### src/rgbyuv_pkg.sv
`default_nettype none

package rgbyuv_pkg;

  // Default geometry limits
  localparam int MAX_WIDTH_DEF  = 4096;
  localparam int MAX_HEIGHT_DEF = 4096;

  // Register file layout
  localparam int CFG_IDX_W  = 2;
  localparam int CFG_DATA_W = 13;

  localparam logic [CFG_IDX_W-1:0] REG_SUBSAMPLE_MODE = 2'd0;
  localparam logic [CFG_IDX_W-1:0] REG_LINE_WIDTH     = 2'd1;
  localparam logic [CFG_IDX_W-1:0] REG_FRAME_HEIGHT   = 2'd2;

  // Subsampling modes; the unused code behaves as 4:2:0
  localparam logic [1:0] MODE_444 = 2'd0;
  localparam logic [1:0] MODE_422 = 2'd1;
  localparam logic [1:0] MODE_420 = 2'd2;

  localparam logic [1:0]            MODE_RST   = MODE_444;
  localparam logic [CFG_DATA_W-1:0] WIDTH_RST  = 13'd640;
  localparam logic [CFG_DATA_W-1:0] HEIGHT_RST = 13'd480;

  // 7-bit fixed-point colour matrix
  localparam int FRAC_BITS = 7;

  localparam logic signed [8:0] K_YR = 9'sd33;
  localparam logic signed [8:0] K_YG = 9'sd64;
  localparam logic signed [8:0] K_YB = 9'sd13;
  localparam logic signed [8:0] K_UR = -9'sd19;
  localparam logic signed [8:0] K_UG = -9'sd37;
  localparam logic signed [8:0] K_UB = 9'sd56;
  localparam logic signed [8:0] K_VR = 9'sd56;
  localparam logic signed [8:0] K_VG = -9'sd47;
  localparam logic signed [8:0] K_VB = -9'sd9;

  localparam logic signed [10:0] Y_OFFSET = 11'sd16;
  localparam logic signed [10:0] C_OFFSET = 11'sd128;

  localparam logic [7:0] PIX_MAX = 8'd255;

  typedef struct packed {
    logic [7:0] blue;
    logic [7:0] green;
    logic [7:0] red;
  } pix_t;

  typedef struct packed {
    logic [7:0] luma;
    logic [7:0] chroma_blue;
    logic [7:0] chroma_red;
    logic       chroma_valid;
  } yuv_t;

  // Saturate a small signed value to 0..255
  function automatic logic [7:0] clamp8(input logic signed [10:0] v);
    logic [7:0] res;
    if (v < 11'sd0) begin
      res = 8'd0;
    end else if (v > $signed({3'b000, PIX_MAX})) begin
      res = PIX_MAX;
    end else begin
      res = v[7:0];
    end
    return res;
  endfunction

endpackage

`default_nettype wire

### src/rgb_to_yuv_planar_subsampler.sv
// Accepted pixels pass the input register, then the result register.
// Throughput: one pixel per clock unless out_ready stalls, set by the
// two-register pipeline (input, result) with a stall-aware ready chain.
// Reset (rst_n low, synchronous): pipeline emptied, column and row counters
// cleared, mode 4:4:4, line width 640, frame height 480.
`default_nettype none

module rgb_to_yuv_planar_subsampler import rgbyuv_pkg::*; #(
  parameter int MAX_WIDTH  = MAX_WIDTH_DEF,
  parameter int MAX_HEIGHT = MAX_HEIGHT_DEF
) (
  input  wire logic                  clk,
  input  wire logic                  rst_n,
  // pixel requests
  input  wire logic                  in_valid,
  output      logic                  in_ready,
  input  wire pix_t                  in_data,
  // result requests
  output      logic                  out_valid,
  input  wire logic                  out_ready,
  output      yuv_t                  out_data,
  // register writes
  input  wire logic                  cfg_valid,
  output      logic                  cfg_ready,
  input  wire logic [CFG_IDX_W-1:0]  cfg_index,
  input  wire logic [CFG_DATA_W-1:0] cfg_data
);

  localparam int CW = $clog2(MAX_WIDTH);
  localparam int RW = $clog2(MAX_HEIGHT);
  localparam int WW = CW + 1;
  localparam int HW = RW + 1;

  // Configuration registers
  logic [1:0]            mode_r;
  logic [CFG_DATA_W-1:0] line_width_r;
  logic [CFG_DATA_W-1:0] frame_height_r;

  assign cfg_ready = 1'b1;

  always_ff @(posedge clk) begin
    if (!rst_n) begin
      mode_r         <= MODE_RST;
      line_width_r   <= WIDTH_RST;
      frame_height_r <= HEIGHT_RST;
    end else if (cfg_valid && cfg_ready) begin
      case (cfg_index)
        REG_SUBSAMPLE_MODE: mode_r         <= cfg_data[1:0];
        REG_LINE_WIDTH:     line_width_r   <= cfg_data;
        REG_FRAME_HEIGHT:   frame_height_r <= cfg_data;
        default:            ;
      endcase
    end
  end

  // Effective geometry: zero reads as 1, oversize clips to the maximum
  logic [WW-1:0] w_eff;
  logic [HW-1:0] h_eff;

  always_comb begin
    if (line_width_r == '0) begin
      w_eff = WW'(1);
    end else if (32'(line_width_r) > 32'(MAX_WIDTH)) begin
      w_eff = WW'(MAX_WIDTH);
    end else begin
      w_eff = WW'(line_width_r);
    end
    if (frame_height_r == '0) begin
      h_eff = HW'(1);
    end else if (32'(frame_height_r) > 32'(MAX_HEIGHT)) begin
      h_eff = HW'(MAX_HEIGHT);
    end else begin
      h_eff = HW'(frame_height_r);
    end
  end

  // Handshake chain
  logic s1_valid_r;
  logic out_valid_r;
  logic out_adv;
  logic s1_adv;
  logic in_acc;

  assign out_adv  = !out_valid_r || out_ready;
  assign s1_adv   = !s1_valid_r || out_adv;
  assign in_ready = s1_adv;
  assign in_acc   = in_valid && in_ready;

  // Raster position counters
  logic [CW-1:0] col_r, col_nxt;
  logic [RW-1:0] row_r, row_nxt;
  logic [WW-1:0] col_inc;
  logic [HW-1:0] row_inc;

  always_comb begin
    col_inc = {1'b0, col_r} + WW'(1);
    row_inc = {1'b0, row_r} + HW'(1);
    col_nxt = col_inc[CW-1:0];
    row_nxt = row_r;
    if (col_inc >= w_eff) begin
      col_nxt = '0;
      row_nxt = (row_inc >= h_eff) ? '0 : row_inc[RW-1:0];
    end
  end

  always_ff @(posedge clk) begin
    if (!rst_n) begin
      col_r <= '0;
      row_r <= '0;
    end else if (in_acc) begin
      col_r <= col_nxt;
      row_r <= row_nxt;
    end
  end

  // Chroma sample decision for the pixel being accepted
  logic chroma_take;

  always_comb begin
    case (mode_r)
      MODE_444: chroma_take = 1'b1;
      MODE_422: chroma_take = !col_r[0];
      default:  chroma_take = !col_r[0] && !row_r[0];
    endcase
  end

  // Input register
  pix_t s1_pix_r;
  logic s1_chroma_r;

  always_ff @(posedge clk) begin
    if (!rst_n) begin
      s1_valid_r <= 1'b0;
    end else if (s1_adv) begin
      s1_valid_r <= in_valid;
    end
  end

  always_ff @(posedge clk) begin
    if (in_acc) begin
      s1_pix_r    <= in_data;
      s1_chroma_r <= chroma_take;
    end
  end

  // Colour matrix with floor shift, offset and clamp
  logic signed [16:0] rs, gs, bs;
  logic signed [16:0] y_sum, u_sum, v_sum;
  logic signed [16:0] y_sh, u_sh, v_sh;
  logic signed [10:0] y_pre, u_pre, v_pre;
  yuv_t               res;

  always_comb begin
    rs    = $signed({9'b0, s1_pix_r.red});
    gs    = $signed({9'b0, s1_pix_r.green});
    bs    = $signed({9'b0, s1_pix_r.blue});
    y_sum = 17'(K_YR) * rs + 17'(K_YG) * gs + 17'(K_YB) * bs;
    u_sum = 17'(K_UR) * rs + 17'(K_UG) * gs + 17'(K_UB) * bs;
    v_sum = 17'(K_VR) * rs + 17'(K_VG) * gs + 17'(K_VB) * bs;
    y_sh  = y_sum >>> FRAC_BITS;
    u_sh  = u_sum >>> FRAC_BITS;
    v_sh  = v_sum >>> FRAC_BITS;
    y_pre = $signed(y_sh[10:0]) + Y_OFFSET;
    u_pre = $signed(u_sh[10:0]) + C_OFFSET;
    v_pre = $signed(v_sh[10:0]) + C_OFFSET;

    res.luma         = clamp8(y_pre);
    res.chroma_blue  = s1_chroma_r ? clamp8(u_pre) : 8'd0;
    res.chroma_red   = s1_chroma_r ? clamp8(v_pre) : 8'd0;
    res.chroma_valid = s1_chroma_r;
  end

  // Result register
  yuv_t out_data_r;

  always_ff @(posedge clk) begin
    if (!rst_n) begin
      out_valid_r <= 1'b0;
    end else if (out_adv) begin
      out_valid_r <= s1_valid_r;
    end
  end

  always_ff @(posedge clk) begin
    if (out_adv && s1_valid_r) begin
      out_data_r <= res;
    end
  end

  assign out_valid = out_valid_r;
  assign out_data  = out_data_r;

`ifndef ASSERT_OFF
  // Luma of any 8-bit pixel lies in 16..239
  a_luma_range: assert property (@(posedge clk) disable iff (!rst_n)
    out_valid_r |-> (out_data_r.luma >= 8'd16 && out_data_r.luma <= 8'd239))
    else $error("luma outside nominal range");

  // Chroma fields are zero when no chroma sample is carried
  a_chroma_zero: assert property (@(posedge clk) disable iff (!rst_n)
    (out_valid_r && !out_data_r.chroma_valid) |->
      (out_data_r.chroma_blue == 8'd0 && out_data_r.chroma_red == 8'd0))
    else $error("chroma not cleared on luma-only result");

  // Column steps by one or wraps on each accepted pixel
  a_col_step: assert property (@(posedge clk) disable iff (!rst_n)
    in_acc |=> (col_r == ($past(col_r) + CW'(1)) || col_r == '0))
    else $error("column counter jumped");

  // Counters hold when no pixel is accepted
  a_cnt_hold: assert property (@(posedge clk) disable iff (!rst_n)
    (!in_acc && rst_n) |=> ($stable(col_r) && $stable(row_r)))
    else $error("raster counters moved without a pixel");
`endif

endmodule

`default_nettype wire

### config.mk
export PLATFORM = sky130hd
export DESIGN_NAME = rgb_to_yuv_planar_subsampler
export DESIGN_NICKNAME = d
export VERILOG_FILES = /design/src/rgbyuv_pkg.sv /design/src/rgb_to_yuv_planar_subsampler.sv
export SDC_FILE = /design/constraint.sdc
export NUM_CORES = 1
export LEC_CHECK = 0
export BUFFER_PORTS_ARGS = -buffer_cell sky130_fd_sc_hd__buf_2
export CORE_AREA = 2 2 149 151
export CTS_CLUSTER_SIZE = 24
export DETAILED_ROUTE_END_ITERATION = 10
export DIE_AREA = 0 0 151 153
export GPL_TIMING_DRIVEN = 0
export PLACE_DENSITY = 0.75
export SYNTH_ARGS = -nofsm -noshare
export SYNTH_HDL_FRONTEND = slang
export SYNTH_SLANG_ARGS = --single-unit
### constraint.sdc
create_clock -name clk -period 18.2 [get_ports clk]
set_input_delay 5.46 -clock clk [delete_from_list [all_inputs] [get_ports clk]]
set_output_delay 5.46 -clock clk [all_outputs]
set_load 0.01 [all_outputs]
==> summary.md <==
| Metric | Value |
|---|---|
| Status | finished clean |
| Htree depth | 3 |
| CTS buffer count | 9 |
| I/O Buffers | 70 |
| Max incr delay on CP | roughly 0.24 ns |
| Most frequent cells in the layout | inv_1, ha_1, fa_1 |
| Worst Max-Slew Pin Slew | 1.03 ns |
| CTS tree | built |
| CTS Buffer Depth | 2 |
| Clock period minus worst slack | ~12 ns |
| Ranking of synthesized cells by area | ha_1, fa_1, edfxtp_1 |
| Crit-path max FO | 4 |
| Slew Limit Fails | 0 |
| Delay-heaviest family, CP | simple AND/OR/NAND/NOR gates |
| Final period util | 63.2% |
| Hold_buf cts | 0 |
| Maximum clock rate | 86.9 MHz |
| Yosys cell types | 66 |
| FF-to-FF setup slack | 10.15 ns |
| Die Height | between 150 and 200 um |
| CTS Root Cell | clkbuf_16 |
| Async set-reset flop share out of synthesis | 0% |
| CTS sink cnt | 104 |
| Postcts setup bufs | 0 |
| Fin. Hold Viols | 0 |
| GRT busiest layer | met2 |
| Post-synth EDFFs | 50 |
| Worst-path cell chain | buf_2 > nor2b_1 > nand2_1 > buf_2 |
| Reg2reg path depth | 29 |
| Clock Skew | 0.0149 ns |
| Worst relative slew slack | 30.9% |
| Crit path capture type | output pin |
| # setup viols final | 0 |
| End-of-flow core utilization | 61.2% |
| Grt met3 use | 3.58% |
| Top-area cell type share of the netlist area | 21.7% |
| Final nets | between 1500 and 2000 |
| Reg2reg end | out_data[2] |
| Number of synthesis warnings | 0 |
| Crit start category | primary input |
| Core Box Area | 21500 sq um |
| Crit. Startpoint | out_ready |
| Setup TNS | 0 ns |
| GR Util All Layers | 23.6% |
| Antenna violations before repair | 1 |
| Die Width | 151 um |
| Largest net degree at the start of global routing | 35 |
| Pre-antenna DRT Iters | 4 |
| Layout cells sized above 1 | 8.68% |
| Number of gates resized after cts | 0 |
| Area Growth Syn to Fin | 8.42% |
| Post-synthesis sequential area ratio | 21.3% |
| Die area | approximately 23000 sq um |
| CP endpoint | in_ready |
| FF-to-FF Start | rs[2] |
| Hold crit path type | reg2reg |
| RSZ-0062 raised after global routing | false |
| Row Count | 54 |
| Most used flip-flop cell after synthesis | dfxtp_1 |
| Post-route ant nets | 0 |
| Vias | approximately 8700 |
| Mapped Cells | 1238 |
| Clk Latency, worst-skew pair | between 0.3 and 0.4 ns |
| Most used cell, CP | buf_2 |
| Post-DR vias/cell | approximately 5.4 |
| Initial Util | 56.5% |
| Worst path buffer plus inverter count | 2 |
| Gpl congestion | 0.851 |
| DR iter-0 viols | 424 |
| Dpl hpwl | 20900 um |
| GR Util met1 | between 20 and 30% |
| Avg Inst Size Synth | 9.80 sq um |
| Vias in the first global route | 9140 |
| Total congestion overflow | 0 |
| Post-Syn Area | between 10000 and 15000 sq um |
| CP arrival | 6.05 ns |
| Crit path depth | 4 |
| First-pass GRT wire length | around 43000 um |
| Fill cells | 1827 |
| Most common cell after layout, fill and taps aside | inv_1 |
| Detailed Route WL | approximately 26000 um |
| WL/cell | between 15 and 20 um |
| Syn_nets | 1620 |
| Biggest area consumer among synthesized cells | ha_1 |
| Max_cap viols | 0 |
| Register bit total from synthesis | ~100 |
| Met2 Track Usage GR | between 40% and 50% |
| Required @ worst endpoint | 12.74 ns |
| Slowest cell on crit path | nor2b_1 |
| Io pins | 72 |
| Clock slew seen by the registers of the worst setup and hold paths | 0.08 ns |
| WS Path Type | in2out |
| DRC | 0 |
-- kinds of logic (layout without fill, tap and decap cells) --
logic type / count (synthesis) / after routing / share of synthesized area, %
AOI/OAI and AO/OA: 197 / 197 / 11.3
xor gates and xnor gates: 65 / 65 / 4.85
adders and majority gates: 338 / 338 / 42.8
buffers and inverters: 257 / 344 / 7.99
DFF: 104 / 104 / 21.3
muxes: 2 / 2 / 0.165
other: 1 / 2 / 0.0309
and+or+nand+nor: 274 / 274 / 11.6
-- layout make-up --
class	instances	area, sq um	area share (%)
Inverter	233	875	6.65
Timing Repair Buffer	71	378	2.87
Clock inverter	6	57.6	0.438
Tap cell	280	350	2.66
Sequential cell	104	2580	19.6
Buffer	24	96.3	0.733
Multi-Input combinational cell	877	8580	65.2
Clock buffer	10	229	1.74
Antenna cell	1	2.50	0.0190
-- metal layers --
layer / up-vias / wire, um
met3: 44 / 798
li1: 4327 / -
met5: - / 0
met2: 136 / 13200
met1: 4232 / 10800
met4: 0 / 679
-- through the flow --
step                      hold slack (ns)  instance area, sq um  instances  worst slack, ns
after floorplan                     0.443                 12100       1238             6.96
final                               0.472                 13200       1606             6.69
after global routing                0.498                 13100       1605             6.61
after detailed placement            0.460                 12900       1589             6.68
after global placement              0.455                 12800       1588             6.73
after CTS                           0.472                 13100       1605             6.68
-- worst min-delay path, stage by stage, from the launching register on --
cell	delay [ns]
dfxtp_1	0.32
nand2_1	0.05
a21boi_0	0.07
-- state kept, by name (all words and copies together), names as in the netlist --
| signal | cells |
|---|---|
| gs | 8 |
| line_width_r | 13 |
| out_data | 25 |
| rs | 8 |
| bs | 8 |
| out_valid | 1 |
| mode_r | 2 |
| row_r | 12 |
| col_r | 12 |
| s1_valid_r | 1 |
| frame_height_r | 13 |
| s1_chroma_r | 1 |
-- synthesized netlist by cell type (18+ instances only) --
cell type / count
clkbuf_1: 21
a21oi_1: 42
nor3_1: 19
xnor2_1: 32
ha_1: 210
and3_1: 21
nand2_1: 104
nand3b_1: 19
inv_1: 232
a21o_1: 18
nand3_1: 22
edfxtp_1: 50
xor2_1: 32
fa_1: 128
dfxtp_1: 54
a21boi_0: 25
o21ai_0: 30
nor2_1: 20
-- worst min-delay path by stage --
stage / start / endpoint / slack [ns] / depth (start not counted)
5_1_grt: line_width_r[0] / line_width_r[0] / 0.50 / 2
3_5_place_dp: line_width_r[0] / line_width_r[0] / 0.46 / 2
4_1_cts: line_width_r[0] / line_width_r[0] / 0.47 / 2
3_3_place_gp: line_width_r[0] / line_width_r[0] / 0.46 / 2
2_1_floorplan: frame_height_r[0] / frame_height_r[0] / 0.44 / 2
6_report: line_width_r[0] / line_width_r[0] / 0.47 / 2
Power is not shown: default switching activity piles up to over one toggle a cycle in this logic, so the estimate is an artifact.
